### src/hw/rtl/framed_packet_ring_buffer_macros.svh
// Assertion macros shared by the ring buffer RTL.
// Each macro checks one implication on the rising edge of the given clock.
// Checks are suspended while the active-low reset is asserted.
`ifndef FRAMED_PACKET_RING_BUFFER_MACROS_SVH
`define FRAMED_PACKET_RING_BUFFER_MACROS_SVH

`ifndef SYNTHESIS

// The consequent must hold in the same cycle as the antecedent.
`define FPRB_ASSERT_IMP(lbl, clk, rst_n, ante, cons, msg) \
  lbl: assert property (@(posedge clk) disable iff (!rst_n) (ante) |-> (cons)) \
    else $error(msg);

// The consequent must hold in the cycle after the antecedent.
`define FPRB_ASSERT_NXT(lbl, clk, rst_n, ante, cons, msg) \
  lbl: assert property (@(posedge clk) disable iff (!rst_n) (ante) |=> (cons)) \
    else $error(msg);

`else

`define FPRB_ASSERT_IMP(lbl, clk, rst_n, ante, cons, msg)

`define FPRB_ASSERT_NXT(lbl, clk, rst_n, ante, cons, msg)

`endif

`endif

### src/hw/rtl/fprb_pkg.sv
`timescale 1ns / 1ps

package fprb_pkg;

  // Default store depth in bytes.
  localparam int FPRB_DEPTH = 256;

  // Frame marker bytes.
  localparam logic [7:0] HDR_BYTE = 8'h5C;
  localparam logic [7:0] TRL_BYTE = 8'hCA;

  // Scale of the usage figure.
  localparam int USAGE_SCALE = 100;

  // Request codes.
  localparam logic [1:0] FUNC_START = 2'd0;
  localparam logic [1:0] FUNC_WRITE = 2'd1;
  localparam logic [1:0] FUNC_READ  = 2'd2;
  localparam logic [1:0] FUNC_CLEAR = 2'd3;

  // Fill status codes.
  localparam logic [1:0] ST_EMPTY = 2'd0;
  localparam logic [1:0] ST_USE   = 2'd1;
  localparam logic [1:0] ST_FULL  = 2'd2;

  // Configuration register indexes and reset values.
  localparam int         CFG_IDX_W  = 1;
  localparam int         CFG_DATA_W = 9;
  localparam logic [0:0] CFG_FRAMED = 1'b0;
  localparam logic [0:0] CFG_MARGIN = 1'b1;
  localparam logic [8:0] MARGIN_RST = 9'd32;

  // Write data select for a push.
  localparam logic [1:0] PSEL_HDR = 2'd0;
  localparam logic [1:0] PSEL_LEN = 2'd1;
  localparam logic [1:0] PSEL_DIN = 2'd2;
  localparam logic [1:0] PSEL_TRL = 2'd3;

  // Commands from the controller to the datapath.
  typedef struct packed {
    logic       capture;
    logic       push;
    logic [1:0] push_sel;
    logic       pop;
    logic       set_dout;
    logic       mark_last;
    logic       dec_rd;
    logic       latch_len;
    logic       set_wr;
    logic       dec_wr;
    logic       clr_pkt;
    logic       set_ovf;
    logic       clear;
    logic       fin;
    logic       load_out;
  } cmd_t;

  // Status from the datapath to the controller.
  typedef struct packed {
    logic [1:0] op_func;
    logic       framed;
    logic       in_packet;
    logic       wr_rem_zero;
    logic       wr_rem_one;
    logic       rd_rem_zero;
    logic       rd_rem_one;
    logic       fill_zero;
    logic       fill_ge2;
    logic       start_no_room;
    logic       byte_no_room;
    logic       raw_no_room;
    logic       rd_is_hdr;
    logic       rd_is_trl;
    logic       plen_zero;
    logic       out_free;
  } sts_t;

endpackage

### src/hw/rtl/fprb_ram.sv
`timescale 1ns / 1ps

module fprb_ram #(
  parameter int WIDTH = 8,
  parameter int DEPTH = 256,
  localparam int AW = $clog2(DEPTH)
) (
  input  logic             clk,
  input  logic             we,
  input  logic [AW-1:0]    waddr,
  input  logic [WIDTH-1:0] wdata,
  input  logic [AW-1:0]    raddr,
  output logic [WIDTH-1:0] rdata
);

  logic [WIDTH-1:0] mem [DEPTH];
  logic [WIDTH-1:0] rdata_r;

  // One write port and one registered read port; a read of the address
  // being written returns the old word.
  always_ff @(posedge clk) begin
    if (we) begin
      mem[waddr] <= wdata;
    end
    rdata_r <= mem[raddr];
  end

  assign rdata = rdata_r;

endmodule

### src/hw/rtl/fprb_dp.sv
`timescale 1ns / 1ps
`include "framed_packet_ring_buffer_macros.svh"

module fprb_dp import fprb_pkg::*; #(
  parameter int DEPTH = FPRB_DEPTH
) (
  input  logic                  clk,
  input  logic                  rst_n,
  input  logic [1:0]            in_func,
  input  logic [7:0]            in_packet_len,
  input  logic [7:0]            in_data_in,
  input  logic                  cfg_wr_en,
  input  logic [CFG_IDX_W-1:0]  cfg_index,
  input  logic [CFG_DATA_W-1:0] cfg_wdata,
  input  cmd_t                  cmd_i,
  output sts_t                  sts_o,
  input  logic                  out_ready,
  output logic                  out_valid,
  output logic [7:0]            out_data_out,
  output logic                  out_data_valid,
  output logic                  out_last_byte,
  output logic [7:0]            out_packet_length,
  output logic [1:0]            out_buffer_status,
  output logic [6:0]            out_usage_percent,
  output logic                  out_overflow
);

  localparam int AW  = $clog2(DEPTH);
  localparam int CW  = $clog2(DEPTH + 1);
  localparam int SW  = ((CW > CFG_DATA_W) ? CW : CFG_DATA_W) + 1;
  localparam int RW  = CW + 1;
  localparam int U_A = USAGE_SCALE / DEPTH;
  localparam int U_B = USAGE_SCALE % DEPTH;
  localparam logic [AW-1:0] LAST_IDX = AW'(DEPTH - 1);
  localparam logic [CW-1:0] DEPTH_C  = CW'(DEPTH);

  // Ring pointers, fill and the running usage quotient and remainder.
  logic [AW-1:0] head_r, head_nxt, tail_r, tail_nxt, head_adv, tail_adv;
  logic [CW-1:0] fill_r, fill_nxt;
  logic [6:0]    usage_r, usage_nxt;
  logic [AW-1:0] urem_r, urem_nxt;
  logic [RW-1:0] urem_up;
  logic [1:0]    fstat_r, fstat_nxt;
  logic          full_hit;

  // Packet counters and configuration.
  logic [7:0] wr_rem_r, rd_rem_r, plen_lat_r;
  logic       in_pkt_r;
  logic       framed_r;
  logic [8:0] margin_r;

  // Current request and its per-request results.
  logic [1:0] op_func_r;
  logic [7:0] op_plen_r, op_data_r, op_dout_r;
  logic       op_valid_r, op_last_r, op_ovf_r, wrote_r, popped_r;

  // Output word register.
  logic       out_valid_r;
  logic [7:0] out_dout_r, out_plen_r;
  logic       out_dvalid_r, out_last_r, out_ovf_r;
  logic [1:0] out_stat_r;
  logic [6:0] out_usage_r;

  // Store interface.
  logic [7:0] wr_byte, rd_data;

  assign head_adv = (head_r == LAST_IDX) ? '0 : head_r + 1'b1;
  assign tail_adv = (tail_r == LAST_IDX) ? '0 : tail_r + 1'b1;
  assign urem_up  = RW'(urem_r) + RW'(U_B);

  // Pointer, fill and usage update; usage_r * DEPTH + urem_r always equals
  // fill_r * 100, and the fill moves by at most one byte per cycle.
  always_comb begin
    head_nxt  = head_r;
    tail_nxt  = tail_r;
    fill_nxt  = fill_r;
    usage_nxt = usage_r;
    urem_nxt  = urem_r;
    if (cmd_i.clear) begin
      head_nxt  = '0;
      tail_nxt  = '0;
      fill_nxt  = '0;
      usage_nxt = '0;
      urem_nxt  = '0;
    end else if (cmd_i.push) begin
      head_nxt = head_adv;
      fill_nxt = fill_r + 1'b1;
      if (urem_up >= RW'(DEPTH)) begin
        urem_nxt  = AW'(urem_up - RW'(DEPTH));
        usage_nxt = usage_r + 7'(U_A + 1);
      end else begin
        urem_nxt  = AW'(urem_up);
        usage_nxt = usage_r + 7'(U_A);
      end
    end else if (cmd_i.pop) begin
      tail_nxt = tail_adv;
      fill_nxt = fill_r - 1'b1;
      if (RW'(urem_r) < RW'(U_B)) begin
        urem_nxt  = AW'(RW'(urem_r) + RW'(DEPTH) - RW'(U_B));
        usage_nxt = usage_r - 7'(U_A + 1);
      end else begin
        urem_nxt  = AW'(RW'(urem_r) - RW'(U_B));
        usage_nxt = usage_r - 7'(U_A);
      end
    end
  end

  always_ff @(posedge clk) begin
    if (!rst_n) begin
      head_r  <= '0;
      tail_r  <= '0;
      fill_r  <= '0;
      usage_r <= '0;
      urem_r  <= '0;
      fstat_r <= ST_EMPTY;
    end else begin
      head_r  <= head_nxt;
      tail_r  <= tail_nxt;
      fill_r  <= fill_nxt;
      usage_r <= usage_nxt;
      urem_r  <= urem_nxt;
      fstat_r <= fstat_nxt;
    end
  end

  // Status moves once per request, from the final fill of that request.
  assign full_hit = (SW'(fill_r) + SW'(margin_r)) > SW'(DEPTH);

  always_comb begin
    fstat_nxt = fstat_r;
    if (cmd_i.clear) begin
      fstat_nxt = ST_EMPTY;
    end else if (cmd_i.fin && wrote_r) begin
      case (fstat_r)
        ST_EMPTY: fstat_nxt = ST_USE;
        ST_USE:   fstat_nxt = full_hit ? ST_FULL : ST_USE;
        default:  fstat_nxt = fstat_r;
      endcase
    end else if (cmd_i.fin && popped_r) begin
      case (fstat_r)
        ST_FULL: fstat_nxt = ST_USE;
        ST_USE:  fstat_nxt = (fill_r == '0) ? ST_EMPTY : ST_USE;
        default: fstat_nxt = fstat_r;
      endcase
    end
  end

  // Byte to store on a push.
  always_comb begin
    unique case (cmd_i.push_sel)
      PSEL_HDR: wr_byte = HDR_BYTE;
      PSEL_LEN: wr_byte = op_plen_r;
      PSEL_DIN: wr_byte = op_data_r;
      PSEL_TRL: wr_byte = TRL_BYTE;
      default:  wr_byte = op_data_r;
    endcase
  end

  // The read port follows the next tail, so rd_data holds the byte at the
  // tail during every read step. Entries outside the fill window are never
  // read, so the store needs no clearing pass and no zeroing on a pop.
  fprb_ram #(
    .WIDTH (8),
    .DEPTH (DEPTH)
  ) u_store (
    .clk   (clk),
    .we    (cmd_i.push),
    .waddr (head_r),
    .wdata (wr_byte),
    .raddr (tail_nxt),
    .rdata (rd_data)
  );

  // Packet write and read counters.
  always_ff @(posedge clk) begin
    if (!rst_n) begin
      wr_rem_r   <= '0;
      rd_rem_r   <= '0;
      plen_lat_r <= '0;
      in_pkt_r   <= 1'b0;
    end else if (cmd_i.clear) begin
      wr_rem_r   <= '0;
      rd_rem_r   <= '0;
      plen_lat_r <= '0;
      in_pkt_r   <= 1'b0;
    end else begin
      if (cmd_i.set_wr) begin
        wr_rem_r <= op_plen_r;
      end else if (cmd_i.dec_wr) begin
        wr_rem_r <= wr_rem_r - 1'b1;
      end
      if (cmd_i.latch_len) begin
        plen_lat_r <= rd_data;
        rd_rem_r   <= rd_data;
        in_pkt_r   <= 1'b1;
      end else begin
        if (cmd_i.dec_rd) begin
          rd_rem_r <= rd_rem_r - 1'b1;
        end
        if (cmd_i.clr_pkt) begin
          in_pkt_r <= 1'b0;
        end
      end
    end
  end

  // Configuration registers.
  always_ff @(posedge clk) begin
    if (!rst_n) begin
      framed_r <= 1'b1;
      margin_r <= MARGIN_RST;
    end else if (cfg_wr_en) begin
      unique case (cfg_index)
        CFG_FRAMED: framed_r <= cfg_wdata[0];
        CFG_MARGIN: margin_r <= cfg_wdata;
        default:    framed_r <= framed_r;
      endcase
    end
  end

  // Request capture and per-request result flags.
  always_ff @(posedge clk) begin
    if (cmd_i.capture) begin
      op_func_r <= in_func;
      op_plen_r <= in_packet_len;
      op_data_r <= in_data_in;
      op_dout_r <= '0;
    end else if (cmd_i.set_dout) begin
      op_dout_r <= rd_data;
    end
  end

  always_ff @(posedge clk) begin
    if (!rst_n || cmd_i.capture) begin
      op_valid_r <= 1'b0;
      op_last_r  <= 1'b0;
      op_ovf_r   <= 1'b0;
      wrote_r    <= 1'b0;
      popped_r   <= 1'b0;
    end else begin
      if (cmd_i.set_dout) begin
        op_valid_r <= 1'b1;
      end
      if (cmd_i.mark_last) begin
        op_last_r <= 1'b1;
      end
      if (cmd_i.set_ovf) begin
        op_ovf_r <= 1'b1;
      end
      if (cmd_i.push) begin
        wrote_r <= 1'b1;
      end
      if (cmd_i.pop) begin
        popped_r <= 1'b1;
      end
    end
  end

  // Output word register: loaded only once the previous word is gone or taken in that cycle.
  always_ff @(posedge clk) begin
    if (!rst_n) begin
      out_valid_r <= 1'b0;
    end else if (cmd_i.load_out) begin
      out_valid_r <= 1'b1;
    end else if (out_ready) begin
      out_valid_r <= 1'b0;
    end
  end

  always_ff @(posedge clk) begin
    if (cmd_i.load_out) begin
      out_dout_r   <= op_dout_r;
      out_dvalid_r <= op_valid_r;
      out_last_r   <= op_last_r;
      out_plen_r   <= plen_lat_r;
      out_stat_r   <= fstat_r;
      out_usage_r  <= usage_r;
      out_ovf_r    <= op_ovf_r;
    end
  end

  assign out_valid         = out_valid_r;
  assign out_data_out      = out_dout_r;
  assign out_data_valid    = out_dvalid_r;
  assign out_last_byte     = out_last_r;
  assign out_packet_length = out_plen_r;
  assign out_buffer_status = out_stat_r;
  assign out_usage_percent = out_usage_r;
  assign out_overflow      = out_ovf_r;

  // Status to the controller.
  always_comb begin
    sts_o.op_func       = op_func_r;
    sts_o.framed        = framed_r;
    sts_o.in_packet     = in_pkt_r;
    sts_o.wr_rem_zero   = (wr_rem_r == 8'd0);
    sts_o.wr_rem_one    = (wr_rem_r == 8'd1);
    sts_o.rd_rem_zero   = (rd_rem_r == 8'd0);
    sts_o.rd_rem_one    = (rd_rem_r == 8'd1);
    sts_o.fill_zero     = (fill_r == '0);
    sts_o.fill_ge2      = (fill_r >= CW'(2));
    sts_o.start_no_room = (SW'(fill_r) + SW'(op_plen_r) + SW'(3)) > SW'(DEPTH);
    sts_o.byte_no_room  = (SW'(fill_r) + (wr_rem_r == 8'd1 ? SW'(2) : SW'(1)))
                          > SW'(DEPTH);
    sts_o.raw_no_room   = (fill_r == DEPTH_C);
    sts_o.rd_is_hdr     = (rd_data == HDR_BYTE);
    sts_o.rd_is_trl     = (rd_data == TRL_BYTE);
    sts_o.plen_zero     = (op_plen_r == 8'd0);
    sts_o.out_free      = !out_valid_r || out_ready;
  end

  // Checks on the store bookkeeping.
  `FPRB_ASSERT_IMP(a_push_pop_excl, clk, rst_n, cmd_i.push, !cmd_i.pop, "push and pop together")
  `FPRB_ASSERT_IMP(a_push_room, clk, rst_n, cmd_i.push, fill_r < DEPTH_C, "push into a full store")
  `FPRB_ASSERT_IMP(a_pop_data, clk, rst_n, cmd_i.pop, fill_r != '0, "pop from an empty store")
  `FPRB_ASSERT_IMP(a_usage_zero, clk, rst_n, fill_r == '0, (usage_r == '0) && (urem_r == '0), "usage out of step with fill")
  `FPRB_ASSERT_NXT(a_write_status, clk, rst_n, cmd_i.fin && wrote_r && !cmd_i.clear, fstat_r != ST_EMPTY, "empty status after a write")

endmodule

### src/hw/rtl/fprb_ctrl.sv
`timescale 1ns / 1ps

module fprb_ctrl import fprb_pkg::*; (
  input  logic clk,
  input  logic rst_n,
  input  logic in_valid,
  output logic in_ready,
  input  sts_t sts_i,
  output cmd_t cmd_o
);

  localparam logic [3:0] S_IDLE     = 4'd0;
  localparam logic [3:0] S_EXEC     = 4'd1;
  localparam logic [3:0] S_PUSH_HDR = 4'd2;
  localparam logic [3:0] S_PUSH_LEN = 4'd3;
  localparam logic [3:0] S_PUSH_TRL = 4'd4;
  localparam logic [3:0] S_RD_SCAN  = 4'd5;
  localparam logic [3:0] S_RD_LEN   = 4'd6;
  localparam logic [3:0] S_RD_DATA  = 4'd7;
  localparam logic [3:0] S_RD_TRL   = 4'd8;
  localparam logic [3:0] S_FIN      = 4'd9;
  localparam logic [3:0] S_OUT      = 4'd10;

  logic [3:0] state_r, state_nxt;

  assign in_ready = (state_r == S_IDLE);

  // Sequencer: one store access per cycle, then status update and output.
  always_comb begin
    state_nxt = state_r;
    cmd_o     = '0;
    unique case (state_r)
      S_IDLE: begin
        if (in_valid) begin
          cmd_o.capture = 1'b1;
          state_nxt     = S_EXEC;
        end
      end

      S_EXEC: begin
        state_nxt = S_FIN;
        case (sts_i.op_func)
          FUNC_START: begin
            if (sts_i.framed && sts_i.wr_rem_zero) begin
              if (sts_i.start_no_room) begin
                cmd_o.set_ovf = 1'b1;
              end else begin
                state_nxt = S_PUSH_HDR;
              end
            end
          end
          FUNC_WRITE: begin
            if (sts_i.framed) begin
              if (!sts_i.wr_rem_zero) begin
                if (sts_i.byte_no_room) begin
                  cmd_o.set_ovf = 1'b1;
                end else begin
                  cmd_o.push     = 1'b1;
                  cmd_o.push_sel = PSEL_DIN;
                  cmd_o.dec_wr   = 1'b1;
                  if (sts_i.wr_rem_one) begin
                    state_nxt = S_PUSH_TRL;
                  end
                end
              end
            end else if (sts_i.raw_no_room) begin
              cmd_o.set_ovf = 1'b1;
            end else begin
              cmd_o.push     = 1'b1;
              cmd_o.push_sel = PSEL_DIN;
            end
          end
          FUNC_READ: begin
            if (sts_i.framed) begin
              state_nxt = sts_i.in_packet ? S_RD_DATA : S_RD_SCAN;
            end else if (!sts_i.fill_zero) begin
              cmd_o.pop      = 1'b1;
              cmd_o.set_dout = 1'b1;
            end
          end
          default: begin
            cmd_o.clear = 1'b1;
          end
        endcase
      end

      S_PUSH_HDR: begin
        cmd_o.push     = 1'b1;
        cmd_o.push_sel = PSEL_HDR;
        state_nxt      = S_PUSH_LEN;
      end

      S_PUSH_LEN: begin
        cmd_o.push     = 1'b1;
        cmd_o.push_sel = PSEL_LEN;
        cmd_o.set_wr   = 1'b1;
        state_nxt      = sts_i.plen_zero ? S_PUSH_TRL : S_FIN;
      end

      S_PUSH_TRL: begin
        cmd_o.push     = 1'b1;
        cmd_o.push_sel = PSEL_TRL;
        state_nxt      = S_FIN;
      end

      // Drop bytes up to a header; a header with no length behind it stays.
      S_RD_SCAN: begin
        if (sts_i.fill_zero) begin
          state_nxt = S_FIN;
        end else if (!sts_i.rd_is_hdr) begin
          cmd_o.pop = 1'b1;
        end else if (sts_i.fill_ge2) begin
          cmd_o.pop = 1'b1;
          state_nxt = S_RD_LEN;
        end else begin
          state_nxt = S_FIN;
        end
      end

      S_RD_LEN: begin
        cmd_o.pop       = 1'b1;
        cmd_o.latch_len = 1'b1;
        state_nxt       = S_RD_DATA;
      end

      S_RD_DATA: begin
        state_nxt = S_FIN;
        if (sts_i.rd_rem_zero) begin
          // Zero length packet: close it at once.
          if (!sts_i.fill_zero && sts_i.rd_is_trl) begin
            cmd_o.pop = 1'b1;
          end
          cmd_o.clr_pkt = 1'b1;
        end else if (!sts_i.fill_zero) begin
          cmd_o.pop       = 1'b1;
          cmd_o.set_dout  = 1'b1;
          cmd_o.dec_rd    = 1'b1;
          cmd_o.mark_last = sts_i.rd_rem_one;
          if (sts_i.rd_rem_one) begin
            state_nxt = S_RD_TRL;
          end
        end
      end

      S_RD_TRL: begin
        if (!sts_i.fill_zero && sts_i.rd_is_trl) begin
          cmd_o.pop = 1'b1;
        end
        cmd_o.clr_pkt = 1'b1;
        state_nxt     = S_FIN;
      end

      S_FIN: begin
        cmd_o.fin = 1'b1;
        state_nxt = S_OUT;
      end

      S_OUT: begin
        if (sts_i.out_free) begin
          cmd_o.load_out = 1'b1;
          state_nxt      = S_IDLE;
        end
      end

      default: begin
        state_nxt = S_IDLE;
      end
    endcase
  end

  always_ff @(posedge clk) begin
    if (!rst_n) begin
      state_r <= S_IDLE;
    end else begin
      state_r <= state_nxt;
    end
  end

endmodule

### src/hw/rtl/framed_packet_ring_buffer.sv
`timescale 1ns / 1ps
// Channel  | Direction | Handshake            | Word
// in_      | input     | in_valid / in_ready   | func, packet_len, data_in
// out_     | output    | out_valid / out_ready | data, flags, length, status, usage
// cfg_     | input     | cfg_wr_en             | cfg_index, cfg_wdata
//
// A word passes through accept, execute, status update and output load, with more
// steps for store accesses beyond execute: a written byte may add the trailer, a
// packet start adds header and length and may add the trailer, a framed read adds
// the data step and may add dropped bytes, header, length and trailer; raw reads none.
// Reset is synchronous and needs no clearing pass: store entries outside the fill
// window are never read. The output register lets the next word be taken while the
// previous result waits; a held result stalls the block only at its next result.
module framed_packet_ring_buffer import fprb_pkg::*; #(
  parameter int DEPTH = FPRB_DEPTH
) (
  input  logic                  clk,
  input  logic                  rst_n,
  input  logic                  in_valid,
  output logic                  in_ready,
  input  logic [1:0]            in_func,
  input  logic [7:0]            in_packet_len,
  input  logic [7:0]            in_data_in,
  output logic                  out_valid,
  input  logic                  out_ready,
  output logic [7:0]            out_data_out,
  output logic                  out_data_valid,
  output logic                  out_last_byte,
  output logic [7:0]            out_packet_length,
  output logic [1:0]            out_buffer_status,
  output logic [6:0]            out_usage_percent,
  output logic                  out_overflow,
  input  logic                  cfg_wr_en,
  input  logic [CFG_IDX_W-1:0]  cfg_index,
  input  logic [CFG_DATA_W-1:0] cfg_wdata
);

  cmd_t cmd;
  sts_t sts;

  // Sequencer.
  fprb_ctrl u_ctrl (
    .clk      (clk),
    .rst_n    (rst_n),
    .in_valid (in_valid),
    .in_ready (in_ready),
    .sts_i    (sts),
    .cmd_o    (cmd)
  );

  // Store, pointers, counters and output register.
  fprb_dp #(
    .DEPTH (DEPTH)
  ) u_dp (
    .clk               (clk),
    .rst_n             (rst_n),
    .in_func           (in_func),
    .in_packet_len     (in_packet_len),
    .in_data_in        (in_data_in),
    .cfg_wr_en         (cfg_wr_en),
    .cfg_index         (cfg_index),
    .cfg_wdata         (cfg_wdata),
    .cmd_i             (cmd),
    .sts_o             (sts),
    .out_ready         (out_ready),
    .out_valid         (out_valid),
    .out_data_out      (out_data_out),
    .out_data_valid    (out_data_valid),
    .out_last_byte     (out_last_byte),
    .out_packet_length (out_packet_length),
    .out_buffer_status (out_buffer_status),
    .out_usage_percent (out_usage_percent),
    .out_overflow      (out_overflow)
  );

endmodule
### config.mk
export PLATFORM = sky130hd
export DESIGN_NAME = framed_packet_ring_buffer
export DESIGN_NICKNAME = d
export VERILOG_FILES = /design/src/hw/rtl/fprb_pkg.sv /design/src/hw/rtl/fprb_ram.sv /design/src/hw/rtl/fprb_dp.sv /design/src/hw/rtl/fprb_ctrl.sv /design/src/hw/rtl/framed_packet_ring_buffer.sv
export VERILOG_INCLUDE_DIRS = /design/src /design/src/hw/rtl
export SDC_FILE = /design/constraint.sdc
export NUM_CORES = 2
export LEC_CHECK = 0
export BUFFER_PORTS_ARGS = -buffer_cell sky130_fd_sc_hd__buf_2
export CAP_MARGIN = 20
export CORE_UTILIZATION = 50
export CTS_CLUSTER_DIAMETER = 40
export DETAILED_ROUTE_END_ITERATION = 8
export GPL_TIMING_DRIVEN = 0
export PLACE_DENSITY = 0.65
export SLEW_MARGIN = 25
export SYNTH_ARGS = -nofsm -noshare
export SYNTH_HDL_FRONTEND = slang
export SYNTH_HIERARCHICAL = 1
export SYNTH_SLANG_ARGS = --single-unit
### constraint.sdc
create_clock -name clk -period 17.95 [get_ports clk]
set_input_delay 1.795 -clock clk [delete_from_list [all_inputs] [get_ports clk]]
set_output_delay 1.795 -clock clk [all_outputs]
set_load 0.02 [all_outputs]
==> results.toml <==
[run_status]
outcome = "finished, final reports clean"

[placed_design]
place_hpwl_um = 182800
dpl-instance-area_mm2 = 0.09271
placedCellCount = 7015
port_buffers = 62
place_congestion = 0.9743

[sta]
rsz0062_at_grt = "false"
finalCriticalPeriod_ps = 10500
clock_skew_ps = 62.93
finalHoldViolations = 0
final_max_slew_viol_count = 0
tns_ps = 0
period_share_pct = 58.47
worstMarginPinSlew_ps = 1209
clock.fmax_ghz = 0.09528
whs_ps = 433.9
timing.slew.headroom_pct = 18.69
setup-violations-final = 0

[routing]
drtIter0Drc = 7333
via_per_inst = 6.534
vias = 49227
antenna_left = 0
wl_per_cell_um = 35.04
drc = 0
dr.pass1.iters = 9
drt_wl_total_um = 264000

[synthesis]
synth-edff-count = 2094
yosys_warnings = 6
syn_area_mm2 = 0.08710
syn-instance-count = 4550
yosysSeqAreaShare_pct = 74.51
synth_top_cell_by_area = "edfxtp_1"
synthTopCellsByArea = "edfxtp_1 (72%), mux4_2 (12%), dfxtp_1 (2.3%), mux2i_1 (1.8%), nor2_1 (1.7%)"
ys_types = 84
async_flop_share_pct = 0
ys_seq_elements = 2195
syn-num-nets = 4637
synth_top_area_share_pct = 72.19
syn_area_per_cell_um2 = 19.14
ys.flop_type = "edfxtp_1"

[clock_tree]
clk_pin_slew_ps = 60
cts.hold.buffers_added = 0
cts-resized-gates = 0
clockBufferDepth = 4
cts-root-buf = "clkbuf_16"
clk_latency_ps = 930
tritoncts = "yes"
numCtsBuffers = 297
htreeDepth = 5
clock_sinks = 2195
post_cts_buffers = 0

[pwr]
peakVddDrop_mv = 0.08573
power.density_mw_per_mm2 = 116.1
total_power_w = 0.01187
p_leak_nw = 34.20

[layout]
design_area_mm2 = 0.1022
largest_reg_flops = 2048
layout.nets = 5091
largestRegisters = "u_dp/u_store/mem x2048, u_dp/fill_r x9, u_dp/margin_r x9"
largest_register = "u_dp/u_store/mem"
layout-drive-gt1-share_pct = 24.12
fill_cells = 12411
syn2layout_area_growth_pct = 17.31
instances_no_fill = 7534

[floorplan]
core-area_mm2 = 0.1723
die_width_um = 419.4
rows = 152
fp.dieH_um = 419.4
dieArea_mm2 = 0.1759
initial_core_util_pct = 50.55
io_pins = 63

[setup_path]
crit_fanout = 10
cp.required_ps = 18610
r2r.worst_path.cells = 25
cp.arrival_ps = 11150
crit_type = "reg -> reg"
startpoint_type = "flop"
crit_path_end_kind = "flop"

[global_routing]
grt_max_degree = 69
grt_pass1_wl_um = 363900
grt_usage_pct = 30.14
grt_antenna_before_repair = 11
grt_pass1_vias = 47202
overflow = 0

[hold_path]
worstHoldPathType = "reg -> reg"
hold-path-cell-count = 0

[flow_run]
maxCapViolCount = 0
report_power, final:
part | leakage [nW] | switching, W | internal [W]
sequential | 22.1 | 0.0000263 | 0.00565
combinational | 7.58 | 0.000354 | 0.000206
clock | 4.54 | 0.00222 | 0.00341
cell usage in the layout (no fill, tap or decap), types with 19 or more instances in the layout:
| master | Yosys | final |
|---|---|---|
| a211oi_1 | 24 | 24 |
| a21oi_1 | 161 | 159 |
| a22oi_1 | 136 | 136 |
| buf_12 | 8 | 30 |
| buf_16 | 0 | 62 |
| buf_2 | 31 | 107 |
| buf_4 | 31 | 32 |
| buf_6 | 23 | 23 |
| bufinv_16 | 0 | 19 |
| clkbuf_1 | 136 | 138 |
| clkbuf_16 | 0 | 305 |
| clkbuf_2 | 0 | 34 |
| clkinv_1 | 1 | 28 |
| clkinv_2 | 0 | 25 |
| clkinv_4 | 0 | 19 |
| clkinvlp_4 | 0 | 29 |
| dfxtp_1 | 101 | 101 |
| edfxtp_1 | 2094 | 2094 |
| ha_1 | 49 | 49 |
| inv_1 | 33 | 33 |
| inv_6 | 0 | 38 |
| mux2i_1 | 155 | 155 |
| mux4_2 | 454 | 454 |
| nand2_1 | 87 | 87 |
| nand2b_1 | 27 | 27 |
| nand3_1 | 51 | 51 |
| nor2_1 | 402 | 390 |
| nor2b_1 | 45 | 45 |
| nor3_1 | 44 | 43 |
| nor4_1 | 31 | 25 |
| o21ai_0 | 34 | 32 |
| o221ai_1 | 47 | 47 |
| o22ai_1 | 33 | 33 |
| xnor2_1 | 24 | 24 |
| xor2_1 | 20 | 20 |
layout make-up:
cell class	instances	area [um^2]	share of cell area, %
diodes	9	22.52	0.02204
plain buffers	264	1649	1.614
clock buffers	342	7781	7.615
clock inverters	168	1638	1.603
inverters	34	127.6	0.1249
multi-input cells	2057	20640	20.20
flip-flops and latches	2195	64900	63.52
well taps	2310	2890	2.829
repair buffers	155	2535	2.481
metrics by stage:
stage	setup slack [ps]	utilization (%)
finish	7455	59.30
global route	7256	59.29
CTS	7590	59.27
detailed placement	7658	53.81
global placement	-11110	52.41
floorplan	2818	-
synthesized netlist by cell type (all sizes together), types with 5 or more instances:
| library cell | count |
|---|---|
| a2111oi | 6 |
| a211oi | 25 |
| a21boi | 11 |
| a21o | 14 |
| a21oi | 161 |
| a221oi | 15 |
| a22o | 8 |
| a22oi | 136 |
| a31oi | 9 |
| and2 | 18 |
| and3 | 9 |
| buf | 128 |
| clkbuf | 136 |
| dfxtp | 101 |
| edfxtp | 2094 |
| fa | 5 |
| ha | 49 |
| inv | 33 |
| mux2i | 155 |
| mux4 | 456 |
| nand2 | 87 |
| nand2b | 28 |
| nand3 | 51 |
| nand3b | 8 |
| nand4 | 18 |
| nor2 | 402 |
| nor2b | 45 |
| nor3 | 45 |
| nor3b | 5 |
| nor4 | 36 |
| o211ai | 12 |
| o21ai | 37 |
| o21bai | 6 |
| o221ai | 48 |
| o22a | 9 |
| o22ai | 33 |
| o32ai | 5 |
| or2 | 7 |
| or3 | 9 |
| or4 | 7 |
| xnor2 | 24 |
| xor2 | 20 |
metal layers:
layer	GRT usage [%]	part of all wire, %
met3	8.193	12
met5	0	0.011
met1	40.71	37
met4	15.61	5.7
met2	45.07	45
worst max-delay path, stage by stage (launching register included):
cell and delay [ps]:
dfxtp_1 360, or4_1 610, nor3_1 220, nand2_1 130, ha_1 240, fa_1 420, nor3_1 150, a21oi_1 50
or4_1 510, nand2_1 90, o21ai_0 70, a32o_1 300, o22a_1 180, o22ai_1 340, o21bai_1 440, clkbuf_1 390
clkbuf_1 640, a21oi_1 90, nor3_1 720, clkbuf_1 800, clkbuf_1 780, nand2_1 530, o21ai_0 690, a2111oi_2 220
nor3_1 890, nor4_1 360
kinds of logic (layout without fill, tap and decap cells):
group | count (synthesis) | count (layout) | share of synthesized area, %
AOI/OAI and AO/OA | 555 | 555 | 4.355
xor gates and xnor gates | 44 | 44 | 0.4424
adders and majority gates | 54 | 54 | 0.8188
buffers and inverters | 298 | 963 | 1.978
DFF | 2195 | 2195 | 74.51
muxes | 614 | 614 | 13.62
other | 0 | 9 | 0
and+or+nand+nor | 790 | 790 | 4.276
path summary, 6_finish.rpt:
check                                                    start                              to  slack (ps)
worst max-delay path             u_dp/wr_rem_r[2]$_SDFFE_PP0P_   u_dp/u_store/rdata[7]$_DFF_P_        7450
worst min-delay path            u_dp/op_dout_r[3]$_SDFFE_PP0P_  u_dp/out_data_out[3]$_DFFE_PP_         430
worst max register to register   u_dp/wr_rem_r[2]$_SDFFE_PP0P_   u_dp/u_store/rdata[7]$_DFF_P_        7450
worst min register to register  u_dp/op_dout_r[3]$_SDFFE_PP0P_  u_dp/out_data_out[3]$_DFFE_PP_         430
Note: power is estimated with default switching activity, not from simulation.
